**config.mk**
```make
export PLATFORM = sky130hd
export DESIGN_NAME = record_sort_by_score_sum
export DESIGN_NICKNAME = d
export VERILOG_FILES = /design/src/hdl/rsss_pkg.sv /design/src/hdl/rsss_cell.sv /design/src/hdl/rsss_ctrl.sv /design/src/hdl/record_sort_by_score_sum.sv
export VERILOG_INCLUDE_DIRS = /design/src /design/src/hdl
export SDC_FILE = /design/constraint.sdc
export NUM_CORES = 2
export LEC_CHECK = 0
export BUFFER_PORTS_ARGS = -buffer_cell sky130_fd_sc_hd__buf_2
export CAP_MARGIN = 20
export CORE_MARGIN = 2
export CORE_UTILIZATION = 25
export DETAILED_ROUTE_END_ITERATION = 16
export GPL_TIMING_DRIVEN = 0
export MAX_ROUTING_LAYER = met4
export SYNTH_ARGS = -nofsm -noshare
export SYNTH_HDL_FRONTEND = slang
export SYNTH_HIERARCHICAL = 1
export SYNTH_SLANG_ARGS = --single-unit
```
**constraint.sdc**
```tcl
create_clock -name clk -period 13.4 [get_ports clk]
set_input_delay 1.34 -clock clk [delete_from_list [all_inputs] [get_ports clk]]
set_output_delay 1.34 -clock clk [all_outputs]
set_load 0.02 [all_outputs]
```
**src/hdl/record_sort_by_score_sum_defines.svh**
```systemverilog
// Assertion macros used by the record sort sequencer, rsss_ctrl.
// Expects clk and rst in scope at the point of use; no other dependencies.
`ifndef RECORD_SORT_BY_SCORE_SUM_DEFINES_SVH
`define RECORD_SORT_BY_SCORE_SUM_DEFINES_SVH

// Condition that must hold at every clock edge outside reset.
`define RSSS_ASSERT_HOLDS(label, cond) \
  label: assert property (@(posedge clk) disable iff (rst) (cond)) \
    else $error("rsss: invariant violated");

// Same-cycle implication.
`define RSSS_ASSERT_IMPL(label, ante, cons) \
  label: assert property (@(posedge clk) disable iff (rst) (ante) |-> (cons)) \
    else $error("rsss: implication violated");

// Next-cycle implication.
`define RSSS_ASSERT_NEXT(label, ante, cons) \
  label: assert property (@(posedge clk) disable iff (rst) (ante) |=> (cons)) \
    else $error("rsss: next-cycle check violated");

`endif

```
**src/hdl/rsss_pkg.sv**
```systemverilog
// Package for the record sort: sizes, record and control types, key function.
// No dependencies.
`default_nettype none

package rsss_pkg;

  localparam int RECORDS     = 8;
  localparam int SCORE_BITS  = 10;
  localparam int ID_W        = 32;
  localparam int IDX_W       = (RECORDS > 1) ? $clog2(RECORDS) : 1;
  localparam int CNT_W       = $clog2(RECORDS + 1);
  localparam int KEY_W       = SCORE_BITS + 2;
  localparam int IN_BITS     = ID_W + 3 * SCORE_BITS;
  localparam int IN_TDATA_W  = ((IN_BITS + 7) / 8) * 8;
  localparam int OUT_BITS    = IN_BITS + IDX_W;
  localparam int OUT_TDATA_W = ((OUT_BITS + 7) / 8) * 8;

  typedef logic [SCORE_BITS-1:0] score_t;
  typedef logic [KEY_W-1:0]      key_t;

  // Packed so that the lowest bits hold the identifier, as on the stream.
  typedef struct packed {
    logic [IDX_W-1:0] slot;
    score_t           score_c;
    score_t           score_b;
    score_t           score_a;
    logic [ID_W-1:0]  id;
  } rec_t;

  typedef enum logic {
    ST_LOAD,
    ST_DRAIN
  } state_t;

  typedef struct packed {
    logic             insert;
    logic             shift;
    logic [IDX_W-1:0] slot;
  } chain_ctrl_t;

  function automatic key_t key_of(rec_t r);
    key_of = key_t'(r.score_a) + key_t'(r.score_b) + key_t'(r.score_c);
  endfunction

endpackage

`default_nettype wire

```
**src/hdl/rsss_cell.sv**
```systemverilog
// One cell of the sorted insertion chain: holds one record and its key.
// Depends on rsss_pkg.
`default_nettype none

module rsss_cell (
  input  wire logic                 clk,
  input  wire logic                 rst,
  input  wire rsss_pkg::chain_ctrl_t ctrl,
  input  wire rsss_pkg::rec_t       new_rec,
  input  wire rsss_pkg::key_t       new_key,
  input  wire logic                 prev_valid,
  input  wire logic                 prev_ins,
  input  wire rsss_pkg::rec_t       prev_rec,
  input  wire rsss_pkg::key_t       prev_key,
  input  wire logic                 next_valid,
  input  wire rsss_pkg::rec_t       next_rec,
  input  wire rsss_pkg::key_t       next_key,
  output logic                      valid,
  output rsss_pkg::rec_t            rec,
  output rsss_pkg::key_t            key,
  output logic                      ins
);

  // Yield the place when empty or when the new key is strictly greater;
  // equal keys stay ahead, which keeps arrival order.
  assign ins = !(valid && (key >= new_key));

  always_ff @(posedge clk) begin
    if (rst) begin
      valid <= 1'b0;
    end else if (ctrl.shift) begin
      valid <= next_valid;
    end else if (ctrl.insert && ins) begin
      valid <= prev_ins ? prev_valid : 1'b1;
    end
  end

  always_ff @(posedge clk) begin
    if (ctrl.shift) begin
      rec <= next_rec;
      key <= next_key;
    end else if (ctrl.insert && ins) begin
      if (prev_ins) begin
        rec <= prev_rec;
        key <= prev_key;
      end else begin
        rec <= new_rec;
        key <= new_key;
      end
    end
  end

endmodule

`default_nettype wire

```
**src/hdl/rsss_ctrl.sv**
```systemverilog
// Load/drain sequencer and output register for the record sort.
// Depends on rsss_pkg and record_sort_by_score_sum_defines.svh.
`default_nettype none

`include "record_sort_by_score_sum_defines.svh"

module rsss_ctrl (
  input  wire logic                  clk,
  input  wire logic                  rst,
  input  wire logic                  in_valid,
  input  wire logic                  in_last,
  output logic                       in_ready,
  input  wire rsss_pkg::rec_t        head_rec,
  output rsss_pkg::chain_ctrl_t      ctrl,
  output logic                       out_valid,
  input  wire logic                  out_ready,
  output rsss_pkg::rec_t             out_rec,
  output logic                       out_ovf,
  output logic                       out_last
);

  rsss_pkg::state_t           state, state_next;
  logic [rsss_pkg::CNT_W-1:0] count, count_next;
  logic                       dropped, dropped_next;
  logic                       accept;
  logic                       room;
  logic                       advance;

  always_ff @(posedge clk) begin
    if (rst) begin
      state   <= rsss_pkg::ST_LOAD;
      count   <= '0;
      dropped <= 1'b0;
    end else begin
      state   <= state_next;
      count   <= count_next;
      dropped <= dropped_next;
    end
  end

  always_comb begin
    in_ready     = (state == rsss_pkg::ST_LOAD);
    accept       = in_valid && in_ready;
    room         = (count < rsss_pkg::CNT_W'(rsss_pkg::RECORDS));
    advance      = (state == rsss_pkg::ST_DRAIN) && (!out_valid || out_ready);
    ctrl.insert  = accept && room;
    ctrl.shift   = advance;
    ctrl.slot    = count[rsss_pkg::IDX_W-1:0];
    state_next   = state;
    count_next   = count;
    dropped_next = dropped;
    case (state)
      rsss_pkg::ST_LOAD: begin
        if (accept) begin
          if (room) begin
            count_next = count + rsss_pkg::CNT_W'(1);
          end else begin
            dropped_next = 1'b1;
          end
          if (in_last) begin
            state_next = rsss_pkg::ST_DRAIN;
          end
        end
      end
      rsss_pkg::ST_DRAIN: begin
        if (advance) begin
          count_next = count - rsss_pkg::CNT_W'(1);
          if (count == rsss_pkg::CNT_W'(1)) begin
            state_next   = rsss_pkg::ST_LOAD;
            dropped_next = 1'b0;
          end
        end
      end
      default: begin
        state_next = rsss_pkg::ST_LOAD;
      end
    endcase
  end

  // Output register: the head of the chain moves here on each drain step.
  always_ff @(posedge clk) begin
    if (rst) begin
      out_valid <= 1'b0;
    end else if (advance) begin
      out_valid <= 1'b1;
    end else if (out_ready) begin
      out_valid <= 1'b0;
    end
  end

  always_ff @(posedge clk) begin
    if (advance) begin
      out_rec  <= head_rec;
      out_ovf  <= dropped;
      out_last <= (count == rsss_pkg::CNT_W'(1));
    end
  end

  `RSSS_ASSERT_HOLDS(a_count_bound, count <= rsss_pkg::CNT_W'(rsss_pkg::RECORDS))
  `RSSS_ASSERT_IMPL(a_no_insert_on_shift, ctrl.insert, !ctrl.shift)
  `RSSS_ASSERT_IMPL(a_drain_nonempty, state == rsss_pkg::ST_DRAIN, count != '0)
  `RSSS_ASSERT_NEXT(a_last_beat_resets, advance && (count == rsss_pkg::CNT_W'(1)),
    (state == rsss_pkg::ST_LOAD) && (count == '0) && !dropped && out_valid && out_last)

endmodule

`default_nettype wire

```
**src/hdl/record_sort_by_score_sum.sv**
```systemverilog
// Record sort by score sum, top level: a chain of rsss_cell and the rsss_ctrl sequencer.
// Depends on rsss_pkg, rsss_cell and rsss_ctrl.
//
// Loads a set of records (identifier plus three scores) one beat per cycle into a
// chain of RECORDS cells that stays sorted by descending score sum; each new record
// is broadcast to every cell, lands after all stored records whose sum is greater or
// equal, and the cells behind it move down one place, so equal sums keep arrival
// order. The beat with tlast set closes the set: the block then stops taking input
// and shifts the chain out through its output register, one record per cycle while
// the sink is ready, from the highest sum down, with tlast on the final record and
// tuser flagging a set in which records beyond RECORDS were dropped. Load and drain
// do not overlap: no new set is taken until the last record has left the chain
// through the single head cell. A beat arriving with the chain full is dropped but
// still closes the set when it carries tlast. arrival_index gives each record's
// load position within its set.
`default_nettype none

module record_sort_by_score_sum (
  input  wire logic                             clk,
  input  wire logic                             rst,
  input  wire logic                             s_axis_tvalid,
  output logic                                  s_axis_tready,
  // record_id, score_a, score_b, score_c (lowest bits first), zero padded
  input  wire logic [rsss_pkg::IN_TDATA_W-1:0]  s_axis_tdata,
  // set_end
  input  wire logic                             s_axis_tlast,
  output logic                                  m_axis_tvalid,
  input  wire logic                             m_axis_tready,
  // out_id, out_score_a, out_score_b, out_score_c, arrival_index, zero padded
  output logic [rsss_pkg::OUT_TDATA_W-1:0]      m_axis_tdata,
  // overflow
  output logic                                  m_axis_tuser,
  // final_result
  output logic                                  m_axis_tlast
);

  localparam int SA_LO = rsss_pkg::ID_W;
  localparam int SB_LO = SA_LO + rsss_pkg::SCORE_BITS;
  localparam int SC_LO = SB_LO + rsss_pkg::SCORE_BITS;

  rsss_pkg::chain_ctrl_t ctrl;
  rsss_pkg::rec_t        new_rec;
  rsss_pkg::key_t        new_key;
  rsss_pkg::rec_t        out_rec;

  logic                  cell_valid [rsss_pkg::RECORDS];
  logic                  cell_ins   [rsss_pkg::RECORDS];
  rsss_pkg::rec_t        cell_rec   [rsss_pkg::RECORDS];
  rsss_pkg::key_t        cell_key   [rsss_pkg::RECORDS];

  // Unpack the incoming beat; the slot is the record's load position.
  always_comb begin
    new_rec.id      = s_axis_tdata[rsss_pkg::ID_W-1:0];
    new_rec.score_a = s_axis_tdata[SA_LO +: rsss_pkg::SCORE_BITS];
    new_rec.score_b = s_axis_tdata[SB_LO +: rsss_pkg::SCORE_BITS];
    new_rec.score_c = s_axis_tdata[SC_LO +: rsss_pkg::SCORE_BITS];
    new_rec.slot    = ctrl.slot;
    new_key         = rsss_pkg::key_of(new_rec);
  end

  // Cells take the new or previous record on insert, the next cell's on drain.
  for (genvar i = 0; i < rsss_pkg::RECORDS; i++) begin : g_cell
    logic           prev_valid, prev_ins, next_valid;
    rsss_pkg::rec_t prev_rec, next_rec;
    rsss_pkg::key_t prev_key, next_key;

    if (i == 0) begin : g_head
      assign prev_valid = 1'b0;
      assign prev_ins   = 1'b0;
      assign prev_rec   = '0;
      assign prev_key   = '0;
    end else begin : g_body
      assign prev_valid = cell_valid[i-1];
      assign prev_ins   = cell_ins[i-1];
      assign prev_rec   = cell_rec[i-1];
      assign prev_key   = cell_key[i-1];
    end

    if (i == rsss_pkg::RECORDS - 1) begin : g_tail
      assign next_valid = 1'b0;
      assign next_rec   = '0;
      assign next_key   = '0;
    end else begin : g_mid
      assign next_valid = cell_valid[i+1];
      assign next_rec   = cell_rec[i+1];
      assign next_key   = cell_key[i+1];
    end

    rsss_cell u_cell (
      .clk        (clk),
      .rst        (rst),
      .ctrl       (ctrl),
      .new_rec    (new_rec),
      .new_key    (new_key),
      .prev_valid (prev_valid),
      .prev_ins   (prev_ins),
      .prev_rec   (prev_rec),
      .prev_key   (prev_key),
      .next_valid (next_valid),
      .next_rec   (next_rec),
      .next_key   (next_key),
      .valid      (cell_valid[i]),
      .rec        (cell_rec[i]),
      .key        (cell_key[i]),
      .ins        (cell_ins[i])
    );
  end

  // Sequence load and drain; hold each drained record in the output register.
  rsss_ctrl u_ctrl (
    .clk       (clk),
    .rst       (rst),
    .in_valid  (s_axis_tvalid),
    .in_last   (s_axis_tlast),
    .in_ready  (s_axis_tready),
    .head_rec  (cell_rec[0]),
    .ctrl      (ctrl),
    .out_valid (m_axis_tvalid),
    .out_ready (m_axis_tready),
    .out_rec   (out_rec),
    .out_ovf   (m_axis_tuser),
    .out_last  (m_axis_tlast)
  );

  // rec_t is laid out lowest field first, matching the stream layout.
  assign m_axis_tdata = rsss_pkg::OUT_TDATA_W'(out_rec);

endmodule

`default_nettype wire

```
# Word-level counts from Yosys, hierarchy flattened
# Cells that the tools add are included.
# W data, S select, Z words.
# word_totals
output_inout_bits,76
in_bits,69
regBits,698
# classes
bitwise,1
n_eq_ne,6
n_reduce_logical,40
order_cmp,9
muxes,79
addsub,4
# op_table
cell,count
$mux W65,21
$mux W12,21
$ge A12 B12 Y1,8
$mux W1,31
$logic_and A1 B1 Y1,19
$reduce_bool A2 Y1,8
$add A11 B10 Y12,1
$mux W4,3
$add A10 B10 Y11,1
$logic_not A1 Y1,9
$pmux W4 S2,1
$ne A2 B2 Y1 const B,3
$add A4 B1 Y4 const B,1
$eq A4 B1 Y1 const B,1
$lt A4 B4 Y1 const B,1
$ne A2 B1 Y1 const B,2
$pmux W1 S2,2
$reduce_and A4 Y1,1
$sub A4 B1 Y4 const B,1
$reduce_and A3 Y1,1
$reduce_or A2 Y1,1
$logic_or A1 B1 Y1,1
$not A1 Y1,1

# Logic depth before layout (Yosys ltp)
# depth
word_depth,8
depth_mapped,22
mapped_depth_nobuf,20

# Cells and area by module
# The synthesis kept the hierarchy.
# modules_own_cells
module,seq_area_each_um2,instances,cells_per_inst,area_each_um2
rsss_cell,2332.2,8,388,4269.1
rsss_ctrl,2152.1,1,114,2432.3
record_sort_by_score_sum,0.0,1,79,716.9

# Worst setup path before layout
# No wires, ideal clock.
# synth_path
path_kind,input to register
startpoint,in s_axis_tdata[36] (netlist name)
endpoint,reg g_cell[1].u_cell.key[0] (enable)
path_buffers,0
setup_ps,626
t_arrival_ps,10066
required_time_ps,12774
setup_slack_ps,2708
cell_stages,13
path_cell_list,fa_1 -> ha_1 -> and3_2 -> a2111oi_4 -> o21ai_2 -> a21oi_2 -> xor2_1 -> inv_1 -> ha_1 -> nand4_1 -> nor4_1 -> o2bb2ai_1 -> o31ai_1
# synth_between
elab_chain_len,7
# synth_lines
item,line_no,text
"start, declared",record_sort_by_score_sum.sv:24,"input wire logic [rsss_pkg::IN_TDATA_W-1:0] s_axis_tdata,"
$add A10 B10 Y11,rsss_pkg.sv:42,key_of = key_t'(r.score_a) + key_t'(r.score_b) + key_t'(r.score_c);
$add A11 B10 Y12,rsss_pkg.sv:42,
via new_key[10],record_sort_by_score_sum.sv:43,rsss_pkg::key_t new_key;
$ge A12 B12 Y1,rsss_cell.sv:26,assign ins = !(valid && (key >= new_key));
$logic_and A1 B1 Y1,rsss_cell.sv:26,
$logic_not A1 Y1,rsss_cell.sv:26,
$logic_and A1 B1 Y1,rsss_cell.sv:42,end else if (ctrl.insert && ins) begin
$reduce_bool A2 Y1 (no line),n/a,
"end signal, assigned",rsss_cell.sv:41,key <= next_key;
"end signal, assigned",rsss_cell.sv:45,key <= prev_key;
"end signal, assigned",rsss_cell.sv:48,key <= new_key;
"end, declared",rsss_cell.sv:20,"output rsss_pkg::key_t key,"
# The timed path passes the listed nets, and every way through them passes these cells.
# A chain may end at the register's enable or synchronous reset.

# Final worst setup path
# layout_path
startpoint,in s_axis_tdata[32] (netlist name)
endpoint,reg g_cell[0].u_cell/rec[14] (netlist name) (enable)
# layout_between
elab_chain_len,7
# layout_lines
item,line_no,text
$add A10 B10 Y11,rsss_pkg.sv:42,
$add A11 B10 Y12,rsss_pkg.sv:42,
via new_key[7],record_sort_by_score_sum.sv:43,
$ge A12 B12 Y1,rsss_cell.sv:26,
$logic_and A1 B1 Y1,rsss_cell.sv:26,
$logic_not A1 Y1,rsss_cell.sv:26,
$logic_and A1 B1 Y1,rsss_cell.sv:42,
$reduce_bool A2 Y1 (no line),n/a,
"end signal, assigned",rsss_cell.sv:40,rec <= next_rec;
"end signal, assigned",rsss_cell.sv:44,rec <= prev_rec;
"end signal, assigned",rsss_cell.sv:47,rec <= new_rec;
"end, declared",rsss_cell.sv:19,"output rsss_pkg::rec_t rec,"
# The timed path passes the listed nets, and every way through them passes these cells.

==> flow_summary.toml <==
[global_routing]
antenna_found_initial = 14
grt.busiest_layer = "met2"
grt-ovfl-total = 0
first_global_vias = 26900
grt_pass1_wl_um = 162000
met3_usage_pct = 2.36
track_usage_pct = 13.9
use_met2_pct = 21.8
gr-usage-met1_pct = 18.6
grt_max_degree = 49

[hold_path]
holdCritPathClass = "reg2reg"

[floorplanning]
start_util_pct = 25.2
num_rows = 141
die_y_um = 390
coreArea_mm2 = 0.148
ios = 145
die_w_um = 390
die-area_mm2 = 0.152

[placement]
dp_hpwl_um = 78100
place.gp.congestion = 0.826
dpl_cell_area_mm2 = 0.0420
dpl.cell_count = 5568
portBuffers = 135

[detailed_routing]
vias = 26800
dr.pass1.iters = 6
drt_iter0_markers = 2085
routedWlPerCell_um = 18.4
wl_um = 105000
routed_via_density = 4.69
drc = 0
postRouteAntennaNets = 0

[clocking]
cts_buffers = 82
cts_root_buf = "clkbuf_16"
cts_hold_buf = 0
cts_buffer_depth = 3
cts_setup_buffers = 0
clock_sinks = 698
clkTransAtPathRegs_ns = 0.06
cts_tree = "yes"
clkLatencyLatePin_ns = 0.67
h-tree-depth = 3
ctsResizeCount = 0

[timing]
final.min_clock_period_ns = 6.22
setup-violations-final = 0
final_hold_viol_count = 0
fmax_mhz = 161
rsz0062_at_grt = "false"
fin_crit_sh_pct = 46.4
clock_skew_ns = 0.0290
slew_viol_final = 0
worst_pin_slew_ns = 1.04
slew_headroom_pct = 30.1

[critical_path]
ff2ff_setup_slack_ns = 8.93
critPathCapture = "g_cell[0].u_cell/rec[14]"
r2r_cells = 12
reg2reg_to = "g_cell[0].u_cell/rec[14]"
crit_fanout = 16
cp-start-kind = "primary input"
critical_path_class = "in2reg"
worstPathArrival_ns = 6.57
startpoint = "s_axis_tdata[32]"
r2r_start = "u_ctrl/state"
crit_required_ns = 13.75
critPathCaptureType = "register"

[finish]
instances_no_fill = 5717
multi_input_area_mm2 = 0.0156
syn_to_final_growth_pct = 19.3
final_area_mm2 = 0.0445
seqCellArea_mm2 = 0.0208
drive_gt1_share_pct = 10.8
fill_cells = 15200
nNetsFinal = 3910

[power_and_ir_drop]
power.density_mw_per_mm2 = 207
p_leak_nw = 19.4
ir_drop_v = 0.000109

[synthesis]
syn_inst = 3296
postSynthAreaPerCell_um2 = 11.3
yosysWarnings = 6
syn_area_mm2 = 0.0373

[status]
outcome = "complete, no violations"

[flow_run]
maxCapViolations = 0
[metrics by stage]
stage / setup WS (ns) / hold slack [ns] / total power, mW / setup TNS, ns / utilization (%)
floorplan: 2.71 / 0.409 / 6.02 / 0 / -
global placement: -2.91 / 0.416 / 6.91 / -1457.57 / 27.7
detailed placement: 6.55 / 0.434 / 7.03 / 0 / 28.4
CTS: 7.24 / 0.448 / 9.24 / 0 / 30.1
global route: 6.96 / 0.453 / 9.77 / 0 / 30.1
finish: 7.18 / 0.447 / 9.20 / 0 / 30.1
[how the worst min path moves through the flow]
stage                                        start                  to  slack, ns  cells past startpoint
after floorplan                     u_ctrl/dropped      u_ctrl/out_ovf       0.41                      0
after CTS                 g_cell[0].u_cell/rec[57]  u_ctrl/out_rec[57]       0.45                      0
final                     g_cell[0].u_cell/rec[59]  u_ctrl/out_rec[59]       0.45                      0
after detailed placement            u_ctrl/dropped      u_ctrl/out_ovf       0.43                      0
after global placement              u_ctrl/dropped      u_ctrl/out_ovf       0.42                      0
after global routing      g_cell[0].u_cell/rec[47]  u_ctrl/out_rec[47]       0.45                      0
[flip-flops by register name, indices dropped and copies added, names as in the netlist, 4 cells and up]
register	count
g_cell.u_cell/rec	520
g_cell.u_cell/key	96
u_ctrl/out_rec	65
g_cell.u_cell/valid	8
u_ctrl/count	4
[metal layers]
| metal | share of wire, % | vias to the layer above |
|---|---|---|
| met5 | 0 | - |
| met4 | 2.4 | 0 |
| met1 | 46 | 13200 |
| li1 | - | 12700 |
| met3 | 5.7 | 167 |
| met2 | 46 | 749 |
[cell type report]
class,instances,area share [%]
multi-input cells,2402,35.0
inverters,139,1.17
clock inverters,39,0.717
flip-flops and latches,698,46.8
repair buffers,179,3.30
plain buffers,220,2.66
clock buffers,106,4.96
diodes,4,0.0225
well taps,1930,5.43
[power breakdown]
part           internal, mW  switching [mW]
Clock                  1.25           0.916
Sequential             3.75           0.512
Combinational          1.09            1.67
Total                  6.10            3.10
[cell usage in the layout (no fill, tap or decap), types with 10 or more instances in the layout]
cell type,instances
dfxtp_1,15
inv_1,139
buf_6,34
clkbuf_16,85
clkinv_1,22
buf_16,10
ha_1,108
a21oi_1,47
edfxtp_1,683
clkbuf_1,141
nand2_1,642
nor3b_1,16
buf_8,31
o21ai_0,657
nor2_1,28
buf_2,191
conb_1,164
nor2b_1,10
mux2i_1,617
buf_4,11
fa_1,11
[worst max-delay path, stage by stage]
cell and delay, ns:
buf_2 0.21, inv_1 0.14, fa_1 0.43, inv_1 0.06, ha_1 0.15, inv_1 0.05, fa_1 0.43, nor2b_1 0.16
o21ai_1 0.07, nand2b_1 0.21, a2111oi_0 0.14, nand3b_1 0.76, inv_1 0.22, ha_1 0.27, a21oi_1 0.16, o21a_1 0.19
o2bb2ai_1 0.14, o31ai_4 0.81, buf_16 0.24, buf_16 0.16, buf_8 0.17
Power figures use the tool's default switching activity.
